### src/hw/rtl/vmpc_stream_cipher_mac_top_macros.svh
`ifndef VMPC_STREAM_CIPHER_MAC_TOP_MACROS_SVH
`define VMPC_STREAM_CIPHER_MAC_TOP_MACROS_SVH

// concurrent check on a given clock and active-low reset
`define VMPC_ASSERT_CR(lbl, clk, rstn, prop, msg) \
  lbl: assert property (@(posedge clk) disable iff (!rstn) prop) else $error(msg);

// concurrent check on clk_i and rst_ni
`define VMPC_ASSERT(lbl, prop, msg) `VMPC_ASSERT_CR(lbl, clk_i, rst_ni, prop, msg)

`endif

### src/hw/rtl/vmpc_pkg.sv
`default_nettype none

package vmpc_pkg;

  localparam int unsigned DefMaxKeyBytes = 64;
  localparam int unsigned DefMaxIvBytes  = 64;
  localparam int unsigned KsaRounds      = 768;
  localparam int unsigned TailRounds     = 24;
  localparam int unsigned MacOutBytes    = 20;
  localparam int unsigned AccBytes       = 32;

  localparam logic [2:0] OpKey     = 3'd0;
  localparam logic [2:0] OpIv      = 3'd1;
  localparam logic [2:0] OpInit    = 3'd2;
  localparam logic [2:0] OpEncMac  = 3'd3;
  localparam logic [2:0] OpDecMac  = 3'd4;
  localparam logic [2:0] OpFinal   = 3'd5;
  localparam logic [2:0] OpEncOnly = 3'd6;
  localparam logic [2:0] OpSpare   = 3'd7;

  localparam logic [1:0] KindData = 2'd0;
  localparam logic [1:0] KindMac  = 2'd1;
  localparam logic [1:0] KindInit = 2'd2;

  localparam logic RegKeyLen = 1'b0;
  localparam logic RegIvLen  = 1'b1;

  typedef struct packed {
    logic       clr;
    logic       we;
    logic [7:0] waddr;
    logic [7:0] wdata;
    logic [7:0] raddr;
  } perm_req_t;

endpackage

`default_nettype wire

### src/hw/rtl/vmpc_perm.sv
`default_nettype none

module vmpc_perm (
  input  wire                 clk_i,
  input  wire                 rst_ni,
  input  vmpc_pkg::perm_req_t req_i,
  output logic [7:0]          rd_o
);
  import vmpc_pkg::*;

  logic [7:0]   mem [256];
  logic [255:0] vld_q;
  logic [7:0]   rd_q;

  // entry without valid bit reads as identity
  always_ff @(posedge clk_i or negedge rst_ni) begin
    if (!rst_ni) begin
      vld_q <= '0;
    end else if (req_i.clr) begin
      vld_q <= '0;
    end else if (req_i.we) begin
      vld_q[req_i.waddr] <= 1'b1;
    end
  end

  always_ff @(posedge clk_i) begin
    if (req_i.we) begin
      mem[req_i.waddr] <= req_i.wdata;
    end
    rd_q <= vld_q[req_i.raddr] ? mem[req_i.raddr] : req_i.raddr;
  end

  assign rd_o = rd_q;

endmodule

`default_nettype wire

### src/hw/rtl/vmpc_stream_cipher_mac_top.sv
// key or iv byte: stored on acceptance, no output; encrypt-only: keystream step, then output; with mac: also mac update
// init: three schedule passes (key, iv, key), 2304 rounds in all, each round stepping through states SK0 to SK4
// finalize: tail rounds, rekey from the mac accumulator and 20 mac bytes, held longer by output stalls
// one item at a time; each step waits on the registered read of the permutation table
// reset: identity permutation, zero s, i and mac state, both lengths 16; key and iv stores undefined
`default_nettype none

module vmpc_stream_cipher_mac_top #(
  parameter int unsigned MaxKeyBytes = vmpc_pkg::DefMaxKeyBytes,
  parameter int unsigned MaxIvBytes  = vmpc_pkg::DefMaxIvBytes
) (
  input  wire        clk_i,
  input  wire        rst_ni,
  input  wire        in_valid_i,
  output logic       in_ready_o,
  input  wire  [2:0] op_i,
  input  wire  [7:0] in_byte_i,
  input  wire  [5:0] byte_index_i,
  output logic       out_valid_o,
  input  wire        out_ready_i,
  output logic [7:0] out_byte_o,
  output logic [1:0] out_kind_o,
  output logic       last_o,
  input  wire        cfg_we_i,
  input  wire        cfg_idx_i,
  input  wire  [6:0] cfg_data_i
);
  import vmpc_pkg::*;

  `include "vmpc_stream_cipher_mac_top_macros.svh"

  localparam int unsigned KeyAw = (MaxKeyBytes > 1) ? $clog2(MaxKeyBytes) : 1;
  localparam int unsigned IvAw  = (MaxIvBytes > 1) ? $clog2(MaxIvBytes) : 1;

  localparam logic [4:0] SIdle = 5'd0;
  localparam logic [4:0] SK0   = 5'd1;
  localparam logic [4:0] SK1   = 5'd2;
  localparam logic [4:0] SK2   = 5'd3;
  localparam logic [4:0] SK3   = 5'd4;
  localparam logic [4:0] SK4   = 5'd5;
  localparam logic [4:0] SN0   = 5'd6;
  localparam logic [4:0] SN1   = 5'd7;
  localparam logic [4:0] SN2   = 5'd8;
  localparam logic [4:0] SN3   = 5'd9;
  localparam logic [4:0] SN4   = 5'd10;
  localparam logic [4:0] SN5   = 5'd11;
  localparam logic [4:0] SM0   = 5'd12;
  localparam logic [4:0] SM1   = 5'd13;
  localparam logic [4:0] SM2   = 5'd14;
  localparam logic [4:0] SM3   = 5'd15;
  localparam logic [4:0] SM4   = 5'd16;
  localparam logic [4:0] SAcc  = 5'd17;
  localparam logic [4:0] SW0   = 5'd18;
  localparam logic [4:0] SW1   = 5'd19;
  localparam logic [4:0] SEmit = 5'd20;

  localparam logic [1:0] PassKeyA = 2'd0;
  localparam logic [1:0] PassIv   = 2'd1;
  localparam logic [1:0] PassKeyB = 2'd2;
  localparam logic [1:0] PassAcc  = 2'd3;

  logic [4:0] state_q;
  logic [6:0] key_len_q, iv_len_q;
  logic [2:0] op_q;
  logic [7:0] b_q, i_q, s_q, pi_q, ps_q, ks_q, k_q;
  logic [7:0] r1_q, r2_q, r3_q, r4_q;
  logic [7:0] acc_q [AccBytes];
  logic [4:0] pos_q;
  logic [1:0] j_q, pass_q;
  logic [9:0] rnd_q;
  logic [4:0] cnt_q;
  logic       stage_q;
  logic       out_valid_q;
  logic [7:0] out_byte_q;
  logic [1:0] out_kind_q;
  logic       out_last_q;

  logic [7:0] key_mem [MaxKeyBytes];
  logic [7:0] iv_mem [MaxIvBytes];
  logic [7:0] key_rd_q, iv_rd_q;

  perm_req_t  preq;
  logic [7:0] rd;
  logic       in_fire, tail, with_mac, emit_go;
  logic [8:0] idx9, key_len9, iv_len9;
  logic [7:0] key_last, iv_last, k_last, kd, x, c;
  logic [4:0] acc_idx;
  logic [7:0] r_sel;

  vmpc_perm u_perm (
    .clk_i  (clk_i),
    .rst_ni (rst_ni),
    .req_i  (preq),
    .rd_o   (rd)
  );

  assign in_ready_o  = (state_q == SIdle);
  assign in_fire     = in_valid_i && in_ready_o;
  assign out_valid_o = out_valid_q;
  assign out_byte_o  = out_byte_q;
  assign out_kind_o  = out_kind_q;
  assign last_o      = out_last_q;

  assign idx9     = {3'b000, byte_index_i};
  assign key_len9 = {2'b00, key_len_q};
  assign iv_len9  = {2'b00, iv_len_q};

  always_comb begin
    if (key_len_q == 7'd0) begin
      key_last = 8'd0;
    end else if (key_len9 > 9'(MaxKeyBytes)) begin
      key_last = 8'(MaxKeyBytes - 1);
    end else begin
      key_last = 8'(key_len9 - 9'd1);
    end
    if (iv_len_q == 7'd0) begin
      iv_last = 8'd0;
    end else if (iv_len9 > 9'(MaxIvBytes)) begin
      iv_last = 8'(MaxIvBytes - 1);
    end else begin
      iv_last = 8'(iv_len9 - 9'd1);
    end
  end

  always_comb begin
    case (pass_q)
      PassIv: begin
        kd     = iv_rd_q;
        k_last = iv_last;
      end
      PassAcc: begin
        kd     = acc_q[k_q[4:0]];
        k_last = 8'(AccBytes - 1);
      end
      default: begin
        kd     = key_rd_q;
        k_last = key_last;
      end
    endcase
  end

  assign tail     = (op_q == OpFinal) && !stage_q;
  assign with_mac = (op_q == OpEncMac) || (op_q == OpDecMac) || tail;
  assign x        = tail ? {3'b000, cnt_q} : 8'd0;
  assign emit_go  = !out_valid_q || out_ready_i;
  assign acc_idx  = pos_q + {3'b000, j_q};

  always_comb begin
    case (op_q)
      OpEncMac: c = b_q ^ ks_q;
      OpDecMac: c = b_q;
      default:  c = 8'd0;
    endcase
    case (j_q)
      2'd0:    r_sel = r1_q;
      2'd1:    r_sel = r2_q;
      2'd2:    r_sel = r3_q;
      default: r_sel = r4_q;
    endcase
  end

  always_comb begin
    preq       = '0;
    preq.clr   = in_fire && (op_i == OpInit);
    preq.raddr = i_q;
    case (state_q)
      SK1:     preq.raddr = s_q + rd + kd;
      SN1:     preq.raddr = s_q + rd;
      SK2, SN2, SN3: preq.raddr = rd;
      SN4:     preq.raddr = rd + 8'd1;
      SM0:     preq.raddr = r4_q + r3_q + x;
      SM1:     preq.raddr = r3_q + r2_q + x;
      SM2:     preq.raddr = r2_q + r1_q + x;
      SM3:     preq.raddr = r1_q + s_q + c + x;
      SK3: begin
        preq.we    = 1'b1;
        preq.waddr = i_q;
        preq.wdata = rd;
      end
      SK4, SW1: begin
        preq.we    = 1'b1;
        preq.waddr = s_q;
        preq.wdata = pi_q;
      end
      SW0: begin
        preq.we    = 1'b1;
        preq.waddr = i_q;
        preq.wdata = ps_q;
      end
      default: preq.raddr = i_q;
    endcase
  end

  // key and iv stores
  always_ff @(posedge clk_i) begin
    if (in_fire && (op_i == OpKey) && (idx9 < 9'(MaxKeyBytes))) begin
      key_mem[idx9[KeyAw-1:0]] <= in_byte_i;
    end
    if (in_fire && (op_i == OpIv) && (idx9 < 9'(MaxIvBytes))) begin
      iv_mem[idx9[IvAw-1:0]] <= in_byte_i;
    end
    key_rd_q <= key_mem[k_q[KeyAw-1:0]];
    iv_rd_q  <= iv_mem[k_q[IvAw-1:0]];
  end

  always_ff @(posedge clk_i or negedge rst_ni) begin
    if (!rst_ni) begin
      key_len_q <= 7'd16;
      iv_len_q  <= 7'd16;
    end else if (cfg_we_i) begin
      if (cfg_idx_i == RegKeyLen) begin
        key_len_q <= cfg_data_i;
      end else begin
        iv_len_q <= cfg_data_i;
      end
    end
  end

  always_ff @(posedge clk_i or negedge rst_ni) begin
    if (!rst_ni) begin
      state_q     <= SIdle;
      op_q        <= OpKey;
      b_q         <= '0;
      i_q         <= '0;
      s_q         <= '0;
      pi_q        <= '0;
      ps_q        <= '0;
      ks_q        <= '0;
      k_q         <= '0;
      r1_q        <= '0;
      r2_q        <= '0;
      r3_q        <= '0;
      r4_q        <= '0;
      acc_q       <= '{default: 8'd0};
      pos_q       <= '0;
      j_q         <= '0;
      pass_q      <= PassKeyA;
      rnd_q       <= '0;
      cnt_q       <= '0;
      stage_q     <= 1'b0;
      out_valid_q <= 1'b0;
      out_byte_q  <= '0;
      out_kind_q  <= KindData;
      out_last_q  <= 1'b0;
    end else begin
      if (out_ready_i) begin
        out_valid_q <= 1'b0;
      end
      case (state_q)
        SIdle: begin
          if (in_fire) begin
            op_q <= op_i;
            b_q  <= in_byte_i;
            case (op_i)
              OpInit: begin
                s_q    <= '0;
                i_q    <= '0;
                k_q    <= '0;
                rnd_q  <= '0;
                pass_q <= PassKeyA;
                r1_q   <= '0;
                r2_q   <= '0;
                r3_q   <= '0;
                r4_q   <= '0;
                pos_q  <= '0;
                acc_q  <= '{default: 8'd0};
                state_q <= SK0;
              end
              OpEncMac, OpDecMac, OpEncOnly: state_q <= SN0;
              OpFinal: begin
                cnt_q   <= 5'd1;
                stage_q <= 1'b0;
                state_q <= SN0;
              end
              default: state_q <= SIdle;
            endcase
          end
        end
        SK0: state_q <= SK1;
        SK1: begin
          pi_q    <= rd;
          state_q <= SK2;
        end
        SK2: begin
          s_q     <= rd;
          state_q <= SK3;
        end
        SK3: state_q <= SK4;
        SK4: begin
          i_q   <= i_q + 8'd1;
          k_q   <= (k_q == k_last) ? 8'd0 : k_q + 8'd1;
          rnd_q <= rnd_q + 10'd1;
          state_q <= SK0;
          if (rnd_q == 10'(KsaRounds - 1)) begin
            rnd_q <= '0;
            k_q   <= '0;
            i_q   <= '0;
            if (pass_q == PassKeyB) begin
              state_q <= SEmit;
            end else if (pass_q == PassAcc) begin
              r1_q    <= '0;
              r2_q    <= '0;
              r3_q    <= '0;
              r4_q    <= '0;
              pos_q   <= '0;
              acc_q   <= '{default: 8'd0};
              stage_q <= 1'b1;
              cnt_q   <= '0;
              state_q <= SN0;
            end else begin
              pass_q <= pass_q + 2'd1;
            end
          end
        end
        SN0: state_q <= SN1;
        SN1: begin
          pi_q    <= rd;
          state_q <= SN2;
        end
        SN2: begin
          s_q     <= rd;
          state_q <= SN3;
        end
        SN3: begin
          ps_q    <= rd;
          state_q <= SN4;
        end
        SN4: state_q <= SN5;
        SN5: begin
          ks_q    <= rd;
          state_q <= with_mac ? SM0 : SW0;
        end
        SM0: state_q <= SM1;
        SM1: begin
          r4_q    <= rd;
          state_q <= SM2;
        end
        SM2: begin
          r3_q    <= rd;
          state_q <= SM3;
        end
        SM3: begin
          r2_q    <= rd;
          state_q <= SM4;
        end
        SM4: begin
          r1_q    <= rd;
          j_q     <= '0;
          state_q <= SAcc;
        end
        SAcc: begin
          acc_q[acc_idx] <= acc_q[acc_idx] ^ r_sel;
          j_q <= j_q + 2'd1;
          if (j_q == 2'd3) begin
            pos_q   <= pos_q + 5'd4;
            state_q <= SW0;
          end
        end
        SW0: state_q <= SW1;
        SW1: begin
          i_q <= i_q + 8'd1;
          if (tail) begin
            if (cnt_q == 5'(TailRounds)) begin
              pass_q  <= PassAcc;
              i_q     <= '0;
              k_q     <= '0;
              rnd_q   <= '0;
              state_q <= SK0;
            end else begin
              cnt_q   <= cnt_q + 5'd1;
              state_q <= SN0;
            end
          end else begin
            state_q <= SEmit;
          end
        end
        SEmit: begin
          if (emit_go) begin
            out_valid_q <= 1'b1;
            case (op_q)
              OpInit: begin
                out_byte_q <= 8'd0;
                out_kind_q <= KindInit;
                out_last_q <= 1'b1;
              end
              OpFinal: begin
                out_byte_q <= ks_q;
                out_kind_q <= KindMac;
                out_last_q <= (cnt_q == 5'(MacOutBytes - 1));
              end
              default: begin
                out_byte_q <= b_q ^ ks_q;
                out_kind_q <= KindData;
                out_last_q <= 1'b1;
              end
            endcase
            if ((op_q == OpFinal) && (cnt_q != 5'(MacOutBytes - 1))) begin
              cnt_q   <= cnt_q + 5'd1;
              state_q <= SN0;
            end else begin
              state_q <= SIdle;
            end
          end
        end
        default: state_q <= SIdle;
      endcase
    end
  end

  `VMPC_ASSERT(a_clr_no_write, preq.clr |-> !preq.we, "permutation clear with write")
  `VMPC_ASSERT(a_rnd_range, rnd_q <= 10'(KsaRounds - 1), "schedule round count out of range")
  `VMPC_ASSERT(a_pos_aligned, (state_q == SIdle) |-> (pos_q[1:0] == 2'd0), "mac position misaligned")
  `VMPC_ASSERT(a_init_start, (in_fire && (op_i == OpInit)) |=> (state_q == SK0), "init did not start schedule")

endmodule

`default_nettype wire
### config.mk
export PLATFORM = sky130hd
export DESIGN_NAME = vmpc_stream_cipher_mac_top
export DESIGN_NICKNAME = d
export VERILOG_FILES = /design/src/hw/rtl/vmpc_pkg.sv /design/src/hw/rtl/vmpc_perm.sv /design/src/hw/rtl/vmpc_stream_cipher_mac_top.sv
export VERILOG_INCLUDE_DIRS = /design/src /design/src/hw/rtl
export SDC_FILE = /design/constraint.sdc
export NUM_CORES = 2
export LEC_CHECK = 0
export BUFFER_PORTS_ARGS = -buffer_cell sky130_fd_sc_hd__buf_2
export CELL_PAD_IN_SITES_DETAIL_PLACEMENT = 0
export CELL_PAD_IN_SITES_GLOBAL_PLACEMENT = 2
export CORE_MARGIN = 2
export CORE_UTILIZATION = 50
export DETAILED_ROUTE_END_ITERATION = 10
export PLACE_DENSITY_LB_ADDON = 0.1
export RECOVER_POWER = 100
export SETUP_SLACK_MARGIN = 0.05
export SYNTH_ARGS = -nofsm -noshare
export SYNTH_HDL_FRONTEND = slang
export SYNTH_SLANG_ARGS = --single-unit
### constraint.sdc
create_clock -name clk_i -period 14.7 [get_ports clk_i]
set_input_delay 2.94 -clock clk_i [delete_from_list [all_inputs] [get_ports clk_i]]
set_output_delay 2.94 -clock clk_i [all_outputs]
set_load 0.01 [all_outputs]
==> qor.yml <==
detailed_routing:
  dr.pass1.iters: 7
  vias: 100000
  drt_wl_total_um: 503000
  first_iter_violations: 12400
  ant_nets: 0
  wl_per_cell_um: 31.9
  via_per_inst: 6.37
  drc: 0
timing:
  fin_crit_ps: 11360
  finalSetupViolCount: 0
  worst_pin_slew_ps: 7020
  setup-tns-final_ps: 0
  grt_setup_unrepaired: "false"
  slew_headroom_pct: -368
  clock.fmax_mhz: 88.0
  skew_ps: 66.0
  finalHoldViolCount: 0
  post-route-period-util_pct: 77.3
  drv_slew: 3475
finish:
  drive_gt1_share_pct: 11.8
  final_nets: 11400
  final_cell_mix: "edfxtp_1 (3072), nand2_1 (2257), nor2_1 (1012)"
  final_common_cell: "edfxtp_1"
  final_util_pct: 55.8
  syn2layout_area_growth_pct: 10.9
  stdcell_count: 15800
placement:
  gp_congestion: 0.881
  place_hpwl_um: 305000
  io_buffers: 42
  dpl.cell_count: 15000
worst_setup_path:
  worstPathRequired_ps: 15520
  worstPathMaxFanout: 45
  r2r_cells: 20
  worstSetupStartpointType: "flip-flop"
  startpoint: "k_q[0]$_DFFE_PN0P_"
  cp-end-kind: "flip-flop"
  worst_r2r_endpoint: "u_perm.rd_o[1]$_DFF_P_"
  crit_arrival_ps: 12180
  critPathKind: "reg2reg"
  r2r_slack_ps: 3340
  reg2reg_from: "k_q[0]$_DFFE_PN0P_"
  critPathCapture: "u_perm.rd_o[1]$_DFF_P_"
floorplan:
  initial_core_util_pct: 50.3
  fp-row-count: 205
  die_h_um: 565
  design.die.area_um2: 319000
  die_w_um: 565
  core_area_um2: 312000
  ios: 43
grt:
  grt_busiest_layer: "met2"
  grt_use_met2_pct: 48.9
  grt_use_met3_pct: 4.70
  overflow: 0
  met1_usage_pct: 44.6
  grt_pass1_wl_um: 719000
  antenna_found_initial: 15
  grt_max_degree: 181
  grt.total_usage_pct: 31.2
  grt_pass1_vias: 96500
clock_network:
  root_buffer: "clkbuf_16"
  cts_buffer_depth: 4
  cts_hold_buf: 0
  cts_buffers: 394
  cts_resized: 0
  htreeDepth: 5
  cts_tree: "yes"
  clk_latency_ps: 970
  clkTransAtPathRegs_ps: 60
  postCtsSetupBuffers: 0
  cts_sinks: 3753
status:
  outcome: "complete, but fails checks"
  violations: "max-capacitance violations, max-slew violations"
worst_hold_path:
  hold_class: "reg2reg"
job:
  cap_violations: 62
synth:
  syn_inst: 11300
  synth_ff_type: "edfxtp_1"
  yosysUniqueCellTypes: 89
  ys_seq_area_share_pct: 69.5
  synth_edf_count: 3072
  yosysWarnings: 0
  ys_ff_latch: 3753
  syn_avg_cell_area_um2: 13.9
  synth_area_um2: 157000
  synth_fp_nets: 11500
  async_reset_ff_share_pct: 17.5
## state kept, by name, indices dropped and copies added, names as in the netlist, 10 cells and up
| signal | count |
|---|---|
| rnd_q | 10 |
| u_perm.mem | 2048 |
| acc_q | 256 |
| iv_mem | 512 |
| key_mem | 512 |
| u_perm.vld_q | 256 |
## critical path: stages (launching register included)
cell      delay (ps)
dfrtp_4          890
buf_4            660
mux4_2           630
mux4_2           540
mux2i_1          290
o21ai_0          220
ha_1             430
xor2_1           180
mux2i_1          100
o221ai_1         580
o32a_1           460
clkbuf_1        1150
clkbuf_1        2200
nor3_2           290
buf_4            360
a22oi_1          170
a31oi_1          190
o31ai_1         1060
nand4_1          440
o211ai_1         230
o21ai_0           90
## stage by stage
stage | worst slack [ps] | instance area [µm²] | hold WS, ps
after global routing | 2770 | 174000 | 500
after CTS | 5730 | 175000 | 492
after floorplan | 7500 | 157000 | 449
after detailed placement | 5750 | 162000 | 479
after global placement | 5710 | 162000 | 462
final | 3340 | 174000 | 491
## final cells by class
type                    instances  area (µm²)
clock inverters               221        2620
clock buffers                 509       10500
flip-flops and latches       3753      109000
well taps                    4140        5180
multi-input cells            6771       44600
repair buffers                290        1870
fillers                     25200      138000
inverters                      69         287
diodes                         10        25.0
## worst min path at each step
| stage | startpoint | end | cells past startpoint |
|---|---|---|---|
| 2_1_floorplan | pi_q[5]$_DFFE_PN0P_ | pi_q[5]$_DFFE_PN0P_ | 2 |
| 3_3_place_gp | pi_q[5]$_DFFE_PN0P_ | pi_q[5]$_DFFE_PN0P_ | 2 |
| 3_5_place_dp | pi_q[5]$_DFFE_PN0P_ | pi_q[5]$_DFFE_PN0P_ | 2 |
| 4_1_cts | pi_q[5]$_DFFE_PN0P_ | pi_q[5]$_DFFE_PN0P_ | 2 |
| 5_1_grt | u_perm.vld_q[55]$_DFFE_PN0P_ | u_perm.vld_q[55]$_DFFE_PN0P_ | 2 |
| 6_report | u_perm.vld_q[51]$_DFFE_PN0P_ | u_perm.vld_q[51]$_DFFE_PN0P_ | 2 |
## routing by layer
metal	part of all wire [%]	up-vias
met5	0.0074	-
met4	4.1	6
met3	8.1	883
met2	47	4710
met1	41	52200
li1	-	42600
## cell usage after synthesis, drive strengths merged, types with 67 or more instances
cell type | instances | area share [%]
edfxtp | 3072 | 59
nand2 | 2260 | 5.4
nor2 | 1025 | 2.4
nand3 | 656 | 2.1
dfrtp | 655 | 10
mux4 | 494 | 7.1
buf | 399 | 1.3
clkbuf | 353 | 0.84
o21ai | 315 | 1.0
and3 | 227 | 0.90
a311oi | 213 | 1.2
a21oi | 182 | 0.58
a31oi | 159 | 0.63
mux2i | 148 | 0.94
a22o | 138 | 0.77
a211oi | 124 | 0.59
nor3 | 71 | 0.23
a32oi | 69 | 0.38
inv | 69 | 0.16
ha | 67 | 0.53
## logic make-up (layout without fill, tap and decap cells)
logic type / count (synthesis) / in the layout / synth area share [%]
other cells: 0 / 10 / 0
simple gates: 4436 / 4436 / 11.9
compound gates: 1478 / 1478 / 6.63
flops: 3753 / 3753 / 69.5
fa+ha+maj: 99 / 99 / 0.941
mux: 689 / 689 / 8.36
xor+xnor: 69 / 69 / 0.385
buf+inv: 821 / 1089 / 2.31
Power is not shown: default switching activity piles up to over one toggle a cycle in this logic, so the estimate is an artifact.
